`config.mk`:
```
export PLATFORM = sky130hd
export DESIGN_NAME = magnetometer_i2c_poll_sequencer_unit_flat
export DESIGN_NICKNAME = d
export VERILOG_FILES = /design/src/rtl/core/mag_seq_pkg.sv /design/src/rtl/core/mag_seq_if.sv /design/src/rtl/core/mag_seq_csr.sv /design/src/rtl/core/mag_seq_fsm.sv /design/src/rtl/core/magnetometer_i2c_poll_sequencer_unit.sv /design/src/flat_wrapper.sv
export SDC_FILE = /design/constraint.sdc
export NUM_CORES = 1
export LEC_CHECK = 0
export BUFFER_PORTS_ARGS = -buffer_cell sky130_fd_sc_hd__buf_2
export CORE_MARGIN = 3
export CORE_UTILIZATION = 28
export CTS_BUF_LIST = sky130_fd_sc_hd__clkbuf_8
export DETAILED_ROUTE_END_ITERATION = 7
export GPL_ROUTABILITY_DRIVEN = 0
export PLACE_DENSITY_LB_ADDON = 0.25
export SYNTH_ARGS = -nofsm -noshare
export SYNTH_HDL_FRONTEND = slang
export SYNTH_HIERARCHICAL = 1
export SYNTH_SLANG_ARGS = --single-unit
export TNS_END_PERCENT = 100
```
`constraint.sdc`:
```
create_clock -name clock -period 8 [get_ports clock]
set_input_delay 1.2 -clock clock [delete_from_list [all_inputs] [get_ports clock]]
set_output_delay 1.2 -clock clock [all_outputs]
set_load 0.02 [all_outputs]
```
`src/rtl/core/mag_seq_pkg.sv`:
```
// ---------------------------------------------------------------------------
// mag_seq_pkg
// shared types, register map constants and the decode helper of the
// magnetometer poll sequencer
// ---------------------------------------------------------------------------
package mag_seq_pkg;

   localparam int unsigned ADDR_W       = 7;
   localparam int unsigned BYTE_W       = 8;
   localparam int unsigned SAMPLE_BYTES = 6;
   localparam int unsigned SAMPLE_IDX_W = 3;
   localparam int unsigned CSR_INDEX_W  = 2;

   // sensor register map
   localparam logic [BYTE_W-1:0] REG_ID     = 8'h0F;
   localparam logic [BYTE_W-1:0] REG_CTRL1  = 8'h20;
   localparam logic [BYTE_W-1:0] REG_CTRL3  = 8'h22;
   localparam logic [BYTE_W-1:0] REG_CTRL4  = 8'h23;
   localparam logic [BYTE_W-1:0] REG_STATUS = 8'h27;
   localparam logic [BYTE_W-1:0] REG_OUT    = 8'h28;
   localparam int unsigned       STATUS_READY_BIT = 3;

   // csr reset values
   localparam logic [ADDR_W-1:0] DEV_ADDR_RST = 7'h1E;
   localparam logic [BYTE_W-1:0] XY_MODE_RST  = 8'h70;  // om1 | om0 | do2
   localparam logic [BYTE_W-1:0] Z_MODE_RST   = 8'h0C;  // oz1 | oz0
   localparam logic [BYTE_W-1:0] TRIG_RST     = 8'h01;  // md0

   typedef enum logic [CSR_INDEX_W-1:0] {
      CSR_DEVICE_ADDRESS = 2'd0,
      CSR_XY_MODE        = 2'd1,
      CSR_Z_MODE         = 2'd2,
      CSR_TRIGGER        = 2'd3
   } csr_index_type;

   typedef enum logic [1:0] {
      KIND_STEP      = 2'd0,
      KIND_ADDR_DONE = 2'd1,
      KIND_TRIGGER   = 2'd2
   } kind_type;

   typedef enum logic [1:0] {
      CMD_NONE         = 2'd0,
      CMD_START_WRITE  = 2'd1,
      CMD_WRITE_DATA   = 2'd2,
      CMD_RESTART_READ = 2'd3
   } cmd_code_type;

   typedef enum logic [1:0] {
      CB_NONE  = 2'd0,
      CB_WRITE = 2'd1,
      CB_READ  = 2'd2
   } callback_type;

   typedef enum logic [4:0] {
      ST_INIT_XY    = 5'd0,
      ST_INIT_Z     = 5'd1,
      ST_ID_REQ     = 5'd2,
      ST_ID_WAIT    = 5'd3,
      ST_ID_RESP    = 5'd4,
      ST_TRIG_WAIT  = 5'd5,
      ST_TRIG_REQ   = 5'd6,
      ST_POLL_REQ   = 5'd7,
      ST_POLL_WAIT  = 5'd8,
      ST_POLL_RESP  = 5'd9,
      ST_X_LO_REQ   = 5'd10,
      ST_X_LO_WAIT  = 5'd11,
      ST_X_LO_RESP  = 5'd12,
      ST_X_HI_REQ   = 5'd13,
      ST_X_HI_WAIT  = 5'd14,
      ST_X_HI_RESP  = 5'd15,
      ST_Y_LO_REQ   = 5'd16,
      ST_Y_LO_WAIT  = 5'd17,
      ST_Y_LO_RESP  = 5'd18,
      ST_Y_HI_REQ   = 5'd19,
      ST_Y_HI_WAIT  = 5'd20,
      ST_Y_HI_RESP  = 5'd21,
      ST_Z_LO_REQ   = 5'd22,
      ST_Z_LO_WAIT  = 5'd23,
      ST_Z_LO_RESP  = 5'd24,
      ST_Z_HI_REQ   = 5'd25,
      ST_Z_HI_WAIT  = 5'd26,
      ST_Z_HI_RESP  = 5'd27
   } seq_state_type;

   typedef enum logic [1:0] {
      PH_REQ  = 2'd0,
      PH_WAIT = 2'd1,
      PH_RESP = 2'd2
   } data_phase_type;

   typedef struct packed {
      logic [ADDR_W-1:0] device_address;
      logic [BYTE_W-1:0] xy_mode_value;
      logic [BYTE_W-1:0] z_mode_value;
      logic [BYTE_W-1:0] trigger_value;
   } cfg_type;

   typedef struct packed {
      logic [1:0]        kind;
      logic              bus_busy;
      logic [BYTE_W-1:0] read_byte;
   } req_word_type;

   // control context carried from one word to the next
   typedef struct packed {
      seq_state_type     state;
      callback_type      callback;
      logic [BYTE_W-1:0] write_byte;
   } ctx_type;

   // storage updates requested by the sequencer for one word
   typedef struct packed {
      ctx_type                 ctx;
      logic                    sample_we;
      logic [SAMPLE_IDX_W-1:0] sample_idx;
      logic                    id_we;
      logic                    flag_set;
   } upd_type;

   typedef struct packed {
      cmd_code_type      code;
      logic [ADDR_W-1:0] device;
      logic [BYTE_W-1:0] data;
   } cmd_type;

   typedef struct packed {
      logic                    hit;
      logic [SAMPLE_IDX_W-1:0] idx;
      data_phase_type          phase;
   } data_slot_type;

   // split a data-read state into byte index and phase (offset / 3 by reciprocal)
   function automatic data_slot_type data_slot(input seq_state_type state);
      logic [4:0]    off;
      logic [8:0]    prod;
      data_slot_type slot;
      off        = 5'(state) - 5'(ST_X_LO_REQ);
      prod       = 9'(off) * 9'd11;
      slot.hit   = (5'(state) >= 5'(ST_X_LO_REQ)) && (5'(state) <= 5'(ST_Z_HI_RESP));
      slot.idx   = prod[7:5];
      slot.phase = data_phase_type'(2'(off - 5'(prod[7:5]) * 5'd3));
      return slot;
   endfunction

endpackage

```
`src/rtl/core/mag_seq_if.sv`:
```
// ---------------------------------------------------------------------------
// mag_seq_req_if / mag_seq_rsp_if
// valid/ready channels of the magnetometer poll sequencer
// ---------------------------------------------------------------------------
interface mag_seq_req_if;
   logic       valid;
   logic       ready;
   logic [1:0] kind;
   logic       bus_busy;
   logic [7:0] read_byte;

   modport source (output valid, kind, bus_busy, read_byte, input ready);
   modport sink   (input valid, kind, bus_busy, read_byte, output ready);
endinterface

interface mag_seq_rsp_if;
   logic               valid;
   logic               ready;
   logic [1:0]         command;
   logic [6:0]         command_device;
   logic [7:0]         command_byte;
   logic [7:0]         chip_id;
   logic signed [15:0] field_x;
   logic signed [15:0] field_y;
   logic signed [15:0] field_z;
   logic               new_sample;

   modport source (output valid, command, command_device, command_byte, chip_id,
                   field_x, field_y, field_z, new_sample, input ready);
   modport sink   (input valid, command, command_device, command_byte, chip_id,
                   field_x, field_y, field_z, new_sample, output ready);
endinterface

```
`src/rtl/core/mag_seq_csr.sv`:
```
// ---------------------------------------------------------------------------
// mag_seq_csr
// configuration registers: device address and the three control bytes
// ---------------------------------------------------------------------------
module mag_seq_csr (
   input  logic                                  clock,
   input  logic                                  reset,
   input  logic                                  csr_we,
   input  logic [mag_seq_pkg::CSR_INDEX_W-1:0]   csr_index,
   input  logic [mag_seq_pkg::BYTE_W-1:0]        csr_wdata,
   output mag_seq_pkg::cfg_type                  cfg
);
   import mag_seq_pkg::*;

   cfg_type cfg_ff;
   cfg_type cfg_in;

   always_comb begin
      cfg_in = cfg_ff;
      if (csr_we) begin
         unique case (csr_index_type'(csr_index))
            CSR_DEVICE_ADDRESS: cfg_in.device_address = csr_wdata[ADDR_W-1:0];
            CSR_XY_MODE:        cfg_in.xy_mode_value  = csr_wdata;
            CSR_Z_MODE:         cfg_in.z_mode_value   = csr_wdata;
            CSR_TRIGGER:        cfg_in.trigger_value  = csr_wdata;
         endcase
      end
   end

   always_ff @(posedge clock) begin
      if (reset) begin
         cfg_ff.device_address <= DEV_ADDR_RST;
         cfg_ff.xy_mode_value  <= XY_MODE_RST;
         cfg_ff.z_mode_value   <= Z_MODE_RST;
         cfg_ff.trigger_value  <= TRIG_RST;
      end else begin
         cfg_ff <= cfg_in;
      end
   end

   assign cfg = cfg_ff;

endmodule

```
`src/rtl/core/mag_seq_fsm.sv`:
```
// ---------------------------------------------------------------------------
// mag_seq_fsm
// sequencer decode: next context, storage updates and bus command per word
// ---------------------------------------------------------------------------
module mag_seq_fsm (
   input  mag_seq_pkg::req_word_type word,
   input  mag_seq_pkg::ctx_type      ctx,
   input  mag_seq_pkg::cfg_type      cfg,
   output mag_seq_pkg::upd_type      upd,
   output mag_seq_pkg::cmd_type      cmd
);
   import mag_seq_pkg::*;

   data_slot_type slot;
   logic          read_advances;

   assign slot = data_slot(ctx.state);

   // a read callback moves on only from a wait state
   assign read_advances = (ctx.state == ST_ID_WAIT) || (ctx.state == ST_POLL_WAIT) ||
                          (slot.hit && (slot.phase == PH_WAIT));

   // next state and storage updates
   always_comb begin
      upd            = '0;
      upd.ctx        = ctx;
      upd.sample_idx = slot.idx;
      unique case (word.kind)
         KIND_STEP: begin
            if (!word.bus_busy) begin
               unique case (ctx.state)
                  ST_INIT_XY: begin
                     upd.ctx.state      = ST_INIT_Z;
                     upd.ctx.callback   = CB_WRITE;
                     upd.ctx.write_byte = cfg.xy_mode_value;
                  end
                  ST_INIT_Z: begin
                     upd.ctx.state      = ST_ID_REQ;
                     upd.ctx.callback   = CB_WRITE;
                     upd.ctx.write_byte = cfg.z_mode_value;
                  end
                  ST_ID_REQ: begin
                     upd.ctx.state    = ST_ID_WAIT;
                     upd.ctx.callback = CB_READ;
                  end
                  ST_ID_RESP: begin
                     upd.id_we     = 1'b1;
                     upd.ctx.state = ST_TRIG_WAIT;
                  end
                  ST_TRIG_REQ: begin
                     upd.ctx.state      = ST_POLL_REQ;
                     upd.ctx.callback   = CB_WRITE;
                     upd.ctx.write_byte = cfg.trigger_value;
                  end
                  ST_POLL_REQ: begin
                     upd.ctx.state    = ST_POLL_WAIT;
                     upd.ctx.callback = CB_READ;
                  end
                  ST_POLL_RESP: begin
                     upd.ctx.state = word.read_byte[STATUS_READY_BIT] ? ST_X_LO_REQ
                                                                      : ST_POLL_REQ;
                  end
                  default: begin
                     if (slot.hit && (slot.phase == PH_REQ)) begin
                        upd.ctx.state    = seq_state_type'(5'(ctx.state) + 5'd1);
                        upd.ctx.callback = CB_READ;
                     end else if (slot.hit && (slot.phase == PH_RESP)) begin
                        upd.sample_we = 1'b1;
                        if (ctx.state == ST_Z_HI_RESP) begin
                           upd.ctx.state = ST_TRIG_WAIT;
                           upd.flag_set  = 1'b1;
                        end else begin
                           upd.ctx.state = seq_state_type'(5'(ctx.state) + 5'd1);
                        end
                     end
                  end
               endcase
            end
         end
         KIND_ADDR_DONE: begin
            if ((ctx.callback == CB_READ) && read_advances) begin
               upd.ctx.state = seq_state_type'(5'(ctx.state) + 5'd1);
            end
         end
         KIND_TRIGGER: upd.ctx.state = ST_TRIG_REQ;
         default: ;
      endcase
   end

   // bus command
   always_comb begin
      cmd = '0;
      unique case (word.kind)
         KIND_STEP: begin
            if (!word.bus_busy) begin
               unique case (ctx.state)
                  ST_INIT_XY: begin
                     cmd.code = CMD_START_WRITE;
                     cmd.data = REG_CTRL1;
                  end
                  ST_INIT_Z: begin
                     cmd.code = CMD_START_WRITE;
                     cmd.data = REG_CTRL4;
                  end
                  ST_ID_REQ: begin
                     cmd.code = CMD_START_WRITE;
                     cmd.data = REG_ID;
                  end
                  ST_TRIG_REQ: begin
                     cmd.code = CMD_START_WRITE;
                     cmd.data = REG_CTRL3;
                  end
                  ST_POLL_REQ: begin
                     cmd.code = CMD_START_WRITE;
                     cmd.data = REG_STATUS;
                  end
                  default: begin
                     if (slot.hit && (slot.phase == PH_REQ)) begin
                        cmd.code = CMD_START_WRITE;
                        cmd.data = REG_OUT + BYTE_W'(slot.idx);
                     end
                  end
               endcase
               if (cmd.code == CMD_START_WRITE) begin
                  cmd.device = cfg.device_address;
               end
            end
         end
         KIND_ADDR_DONE: begin
            unique case (ctx.callback)
               CB_WRITE: begin
                  cmd.code = CMD_WRITE_DATA;
                  cmd.data = ctx.write_byte;
               end
               CB_READ: begin
                  cmd.code   = CMD_RESTART_READ;
                  cmd.device = cfg.device_address;
               end
               default: ;
            endcase
         end
         default: ;
      endcase
   end

endmodule

```
`src/rtl/core/magnetometer_i2c_poll_sequencer_unit.sv`:
```
// ---------------------------------------------------------------------------
// magnetometer_i2c_poll_sequencer_unit
// bus command sequencer for a three-axis magnetometer on a byte-level i2c master
// ---------------------------------------------------------------------------
// each request word is one event (step, address phase done, trigger) and gives
// exactly one response word: the bus command to issue (none, start write with a
// register byte, write data byte, repeated start read) together with the stored
// chip id, the three joined samples and the sticky new-sample flag as they
// stand after the event. after reset the unit writes the xy and z mode bytes,
// reads the id register, then waits for a trigger; a trigger writes the
// single-shot byte, polls status bit 3 and reads the six output bytes. a step
// with bus_busy set does nothing, a trigger abandons any sequence in progress.
// throughput is one word per clock while each response is taken when offered;
// a word passes through the input register, then the result register, whose
// output is the response. the rate is set by the loop through the sequence
// state register. the request side keeps accepting while a finished response
// waits to be taken, and stalls only when both the input and result registers
// hold words.
// configuration registers must only be written while no word is in flight.
// ---------------------------------------------------------------------------
module magnetometer_i2c_poll_sequencer_unit (
   input  logic                                clock,
   input  logic                                reset,
   mag_seq_req_if.sink                         req_if,
   mag_seq_rsp_if.source                       rsp_if,
   input  logic                                csr_we,
   input  logic [mag_seq_pkg::CSR_INDEX_W-1:0] csr_index,
   input  logic [mag_seq_pkg::BYTE_W-1:0]      csr_wdata
);
   import mag_seq_pkg::*;

   typedef struct packed {
      cmd_type                  cmd;
      logic [BYTE_W-1:0]        chip_id;
      logic [2*BYTE_W-1:0]      field_x;
      logic [2*BYTE_W-1:0]      field_y;
      logic [2*BYTE_W-1:0]      field_z;
      logic                     new_sample;
   } rsp_word_type;

   cfg_type            cfg;

   // input register
   logic               req_valid_ff;
   req_word_type       req_word_ff;
   logic               advance;

   // sequencer state and sample storage
   ctx_type            ctx_ff;
   logic [BYTE_W-1:0]  sample_ff [SAMPLE_BYTES];
   logic [BYTE_W-1:0]  sample_in [SAMPLE_BYTES];
   logic [BYTE_W-1:0]  id_ff;
   logic [BYTE_W-1:0]  id_in;
   logic               flag_ff;
   logic               flag_in;

   // result register
   logic               rsp_valid_ff;
   rsp_word_type       rsp_ff;
   rsp_word_type       rsp_in;

   upd_type            upd;
   cmd_type            cmd;

   mag_seq_csr u_csr (
      .clock     (clock),
      .reset     (reset),
      .csr_we    (csr_we),
      .csr_index (csr_index),
      .csr_wdata (csr_wdata),
      .cfg       (cfg)
   );

   mag_seq_fsm u_fsm (
      .word (req_word_ff),
      .ctx  (ctx_ff),
      .cfg  (cfg),
      .upd  (upd),
      .cmd  (cmd)
   );

   // the held word is processed when the result register is free or draining
   assign advance      = req_valid_ff && (!rsp_valid_ff || rsp_if.ready);
   assign req_if.ready = !req_valid_ff || advance;

   always_ff @(posedge clock) begin
      if (reset) begin
         req_valid_ff <= 1'b0;
      end else if (req_if.ready) begin
         req_valid_ff <= req_if.valid;
      end
   end

   always_ff @(posedge clock) begin
      if (req_if.ready && req_if.valid) begin
         req_word_ff.kind      <= req_if.kind;
         req_word_ff.bus_busy  <= req_if.bus_busy;
         req_word_ff.read_byte <= req_if.read_byte;
      end
   end

   // stored values after this word, reported with it
   always_comb begin
      for (int i = 0; i < SAMPLE_BYTES; i++) begin
         sample_in[i] = sample_ff[i];
      end
      if (upd.sample_we) begin
         sample_in[upd.sample_idx] = req_word_ff.read_byte;
      end
      id_in   = upd.id_we ? req_word_ff.read_byte : id_ff;
      flag_in = flag_ff | upd.flag_set;
   end

   always_ff @(posedge clock) begin
      if (reset) begin
         ctx_ff.state      <= ST_INIT_XY;
         ctx_ff.callback   <= CB_NONE;
         ctx_ff.write_byte <= '0;
         for (int i = 0; i < SAMPLE_BYTES; i++) begin
            sample_ff[i] <= '0;
         end
         id_ff   <= '0;
         flag_ff <= 1'b0;
      end else if (advance) begin
         ctx_ff <= upd.ctx;
         for (int i = 0; i < SAMPLE_BYTES; i++) begin
            sample_ff[i] <= sample_in[i];
         end
         id_ff   <= id_in;
         flag_ff <= flag_in;
      end
   end

   always_comb begin
      rsp_in.cmd        = cmd;
      rsp_in.chip_id    = id_in;
      rsp_in.field_x    = {sample_in[1], sample_in[0]};
      rsp_in.field_y    = {sample_in[3], sample_in[2]};
      rsp_in.field_z    = {sample_in[5], sample_in[4]};
      rsp_in.new_sample = flag_in;
   end

   always_ff @(posedge clock) begin
      if (reset) begin
         rsp_valid_ff <= 1'b0;
      end else if (advance) begin
         rsp_valid_ff <= 1'b1;
      end else if (rsp_if.ready) begin
         rsp_valid_ff <= 1'b0;
      end
   end

   always_ff @(posedge clock) begin
      if (advance) begin
         rsp_ff <= rsp_in;
      end
   end

   assign rsp_if.valid          = rsp_valid_ff;
   assign rsp_if.command        = rsp_ff.cmd.code;
   assign rsp_if.command_device = rsp_ff.cmd.device;
   assign rsp_if.command_byte   = rsp_ff.cmd.data;
   assign rsp_if.chip_id        = rsp_ff.chip_id;
   assign rsp_if.field_x        = signed'(rsp_ff.field_x);
   assign rsp_if.field_y        = signed'(rsp_ff.field_y);
   assign rsp_if.field_z        = signed'(rsp_ff.field_z);
   assign rsp_if.new_sample     = rsp_ff.new_sample;

endmodule
```
`src/flat_wrapper.sv`:
```
// flat-port wrapper written by rule: the top's interface ports become plain ports
module magnetometer_i2c_poll_sequencer_unit_flat import mag_seq_pkg::*;
  (clock, reset, csr_we, csr_index, csr_wdata, req_if_valid, req_if_kind, req_if_bus_busy, req_if_read_byte, req_if_ready, rsp_if_valid, rsp_if_command, rsp_if_command_device, rsp_if_command_byte, rsp_if_chip_id, rsp_if_field_x, rsp_if_field_y, rsp_if_field_z, rsp_if_new_sample, rsp_if_ready);
  mag_seq_req_if req_if_i ();
  mag_seq_rsp_if rsp_if_i ();
  input  logic clock;
  input  logic reset;
  input  logic csr_we;
  input  logic [mag_seq_pkg::CSR_INDEX_W-1:0] csr_index;
  input  logic [mag_seq_pkg::BYTE_W-1:0] csr_wdata;
  input wire logic [$bits(req_if_i.valid)-1:0] req_if_valid;
  input wire logic [$bits(req_if_i.kind)-1:0] req_if_kind;
  input wire logic [$bits(req_if_i.bus_busy)-1:0] req_if_bus_busy;
  input wire logic [$bits(req_if_i.read_byte)-1:0] req_if_read_byte;
  output wire logic [$bits(req_if_i.ready)-1:0] req_if_ready;
  output wire logic [$bits(rsp_if_i.valid)-1:0] rsp_if_valid;
  output wire logic [$bits(rsp_if_i.command)-1:0] rsp_if_command;
  output wire logic [$bits(rsp_if_i.command_device)-1:0] rsp_if_command_device;
  output wire logic [$bits(rsp_if_i.command_byte)-1:0] rsp_if_command_byte;
  output wire logic [$bits(rsp_if_i.chip_id)-1:0] rsp_if_chip_id;
  output wire logic [$bits(rsp_if_i.field_x)-1:0] rsp_if_field_x;
  output wire logic [$bits(rsp_if_i.field_y)-1:0] rsp_if_field_y;
  output wire logic [$bits(rsp_if_i.field_z)-1:0] rsp_if_field_z;
  output wire logic [$bits(rsp_if_i.new_sample)-1:0] rsp_if_new_sample;
  input wire logic [$bits(rsp_if_i.ready)-1:0] rsp_if_ready;
  assign req_if_i.valid = req_if_valid;
  assign req_if_i.kind = req_if_kind;
  assign req_if_i.bus_busy = req_if_bus_busy;
  assign req_if_i.read_byte = req_if_read_byte;
  assign req_if_ready = req_if_i.ready;
  assign rsp_if_valid = rsp_if_i.valid;
  assign rsp_if_command = rsp_if_i.command;
  assign rsp_if_command_device = rsp_if_i.command_device;
  assign rsp_if_command_byte = rsp_if_i.command_byte;
  assign rsp_if_chip_id = rsp_if_i.chip_id;
  assign rsp_if_field_x = rsp_if_i.field_x;
  assign rsp_if_field_y = rsp_if_i.field_y;
  assign rsp_if_field_z = rsp_if_i.field_z;
  assign rsp_if_new_sample = rsp_if_i.new_sample;
  assign rsp_if_i.ready = rsp_if_ready;
  magnetometer_i2c_poll_sequencer_unit u_core (.clock(clock), .reset(reset), .req_if(req_if_i), .rsp_if(rsp_if_i), .csr_we(csr_we), .csr_index(csr_index), .csr_wdata(csr_wdata));
endmodule
```
==> out/metrics.cfg <==
[detailed_routing]
wl_per_cell_um=18.3
vias_per_cell=4.94
ant_nets=0
vias=6112
drt-pass1-iter-count=5
drt_wl_total_um=22600
drt_iter0_markers=569
drc=0

[logic_synthesis]
ys_top_cells_by_count=133 x edfxtp_1, 57 x dfxtp_1, 57 x mux2_2, 55 x nor2b_1, 47 x nor2_1
ys_ff_latch=190
synth.distinct_cells=64
synth.area.top_cells=edfxtp_1 45%, dfxtp_1 13%, mux2_2 7.2%
syn_inst=740
avgSynthCellArea_um2=12.1
yosysWarningCount=6
synth.most_common_cell=edfxtp_1
netlist_area_um2=8940
synth-seq-area-share=0.575
syn_nets=789
synth_enable_flop_cells=133
synthArstFlopShare=0
synth_top_area_frac=0.447
synth_flop_cell=edfxtp_1
synth_top_area_cell=edfxtp_1

[pwr]
p_sw_mw=0.623
powerDensity_nw_per_um2=204
intPower_mw=1.46
switching_share=0.299
seq_power_share=0.544
ir_worst_vdd_v=0.000108
pwr-share-comb=0.160
leakagePower_nw=3.81
p_clk_frac=0.296

[clock_network]
clk_pin_slew_ps=110
numCtsBuffers=17
cts_resized=0
worstSkewPairLatency_ps=470
root_buffer=clkbuf_8
cts_num_sinks=190
postCtsSetupBuffers=0
ctsHoldBuffers=0
cts_tree=yes
htreeDepth=4
cts_max_path_buffers=2

[global_route]
grt_pass1_vias=5868
grt_max_degree=76
grt_overflow=0
grt_pass1_wl_um=35000
grt_usage=0.133
antenna_found_initial=3

[floorplan]
num_rows=64
die_x_um=185
start_util=0.288
die_y_um=185
die-area_um2=34100
core_um2=31000
pin_count=102

[critical_path]
crit_path_max_fanout=17
cp.required_ps=8210
arrival_ps=6980
critical_path_class=reg2reg
cp-start-kind=flip-flop
crit_path_end_kind=flip-flop

[finish]
nets=876
antennaDiodeCount=0
ff_latch_area_um2=5130
n_fill_cell=3115
drive_above_1_share=0.256
area_growth_pct=14.3
multi_input_area_um2=3550
final_cell_area_um2=10200

[sta]
hold_violations=0
clock.fmax_mhz=148
setup_viol=0
drv_slew=0
slew_headroom=0.216
worstMarginPinSlew_ps=1170
fin_tns_setup_ps=0
min_period_ps=6760
finClkSkew_ps=14.8
post-route-period-util=0.846
rsz0062_at_grt=no

[place]
port_buffers=101
hpwl_um=15000
place_area_um2=9830

[min_path]
hp-class=reg2reg

[status]
status=complete, no violations

[flow_run]
cap_violations=0

worst max-delay path: stages (launching register included):
cell      delay (ps)
dfxtp_1          690
inv_1            270
ha_1             300
xnor2_1          180
ha_1             320
inv_1             50
fa_1             510
inv_1             40
ha_1             300
a21oi_1          240
o21ai_4          140
xnor2_1          150
ha_1             300
inv_1             50
ha_1             270
xnor2_1          160
or3_1            460
nor2_1           180
nand2_1           90
nor2_1           300
nor4bb_2         950
mux2_2           430
nor2b_1          130
logic make-up after synthesis:
logic type                 count (synthesis)  share of synthesized area
and+or+nand+nor                          240                      0.150
adders and majority gates                 23                     0.0330
xor gates and xnor gates                  14                     0.0137
DFF                                      190                      0.575
buffers and inverters                     63                     0.0302
AOI/OAI and AO/OA                        121                     0.0907
muxes                                     89                      0.108
layer usage:
| layer | global-route usage | share of wire | up-vias |
|---|---|---|---|
| met5 | 0 | 0.00093 | - |
| met4 | 0.0390 | 0.020 | 4 |
| met3 | 0.0389 | 0.068 | 31 |
| met2 | 0.197 | 0.43 | 191 |
| met1 | 0.190 | 0.48 | 2994 |
| li1 | - | - | 2892 |
layout make-up:
| type | count | area share |
|---|---|---|
| Tap cell | 396 | 0.0485 |
| Clock inverter | 15 | 0.0141 |
| Inverter | 20 | 0.00735 |
| Clock buffer | 17 | 0.0229 |
| Sequential cell | 190 | 0.503 |
| Timing Repair Buffer | 111 | 0.0568 |
| Multi-Input combinational cell | 487 | 0.347 |
layout by cell type, fill, tap and decap left out, drive strengths merged, types with 3 or more instances in the layout:
cell type / count
and2b: 4
xnor2: 11
a31o: 3
nand2: 21
nor2b: 55
nand3: 22
a22oi: 3
edfxtp: 133
a21oi: 43
a222oi: 8
nor2: 47
o21ai: 28
nor3: 22
o211ai: 3
dfxtp: 57
nand2b: 32
nor4bb: 3
a31oi: 5
clkinv: 5
inv: 30
or2: 4
mux2: 57
a21o: 6
xor2: 3
ha: 22
mux2i: 32
buf: 111
and3: 6
nand3b: 5
or3: 5
nor4b: 3
clkbuf: 17
o2111ai: 4
final timing paths:
check | slack (ps) | startpoint | endpoint | cells after the start
worst min-delay path | 470 | u_core/flag_ff$_SDFFE_PP0P_ | u_core/flag_ff$_SDFFE_PP0P_ | 2
worst min register to register | 470 | u_core/flag_ff$_SDFFE_PP0P_ | u_core/flag_ff$_SDFFE_PP0P_ | 2
worst max-delay path | 1240 | u_core/ctx_ff[12]$_SDFFE_PP0P_ | u_core/sample_ff[1][1]$_SDFFCE_PN0P_ | 22
worst max register to register | 1240 | u_core/ctx_ff[12]$_SDFFE_PP0P_ | u_core/sample_ff[1][1]$_SDFFCE_PN0P_ | 22
state kept, by name, summed over array words and instances, names as in the netlist, 11 cells and up:
name,cells
u_core/sample_ff,48
u_core/u_csr/cfg,31
u_core/rsp_if.field_x,16
u_core/rsp_if.field_y,16
u_core/rsp_if.field_z,16
u_core/ctx_ff,15
u_core/req_word_ff,11
power groups by stage:
stage	Combinational, mW	Clock, mW	Sequential, mW
3_5_place_dp	0.331	0	1.16
2_1_floorplan	0.219	0	1.17
6_report	0.332	0.616	1.13
5_1_grt	0.369	0.680	1.14
3_3_place_gp	0.332	0	1.16
4_1_cts	0.333	0.643	1.13
stage by stage:
| step | std cells | power [mW] | worst slack (ps) | utilization | hold WS, ps |
|---|---|---|---|---|---|
| floorplan | 740 | 1.39 | 2080 | - | 429 |
| global placement | 1204 | 1.49 | 1500 | 0.317 | 445 |
| detailed placement | 1204 | 1.49 | 1310 | 0.317 | 452 |
| CTS | 1236 | 2.11 | 1280 | 0.330 | 476 |
| global route | 1236 | 2.19 | 835 | 0.330 | 491 |
| finish | 1236 | 2.08 | 1240 | 0.330 | 473 |
(Power assumes the default switching activity.)
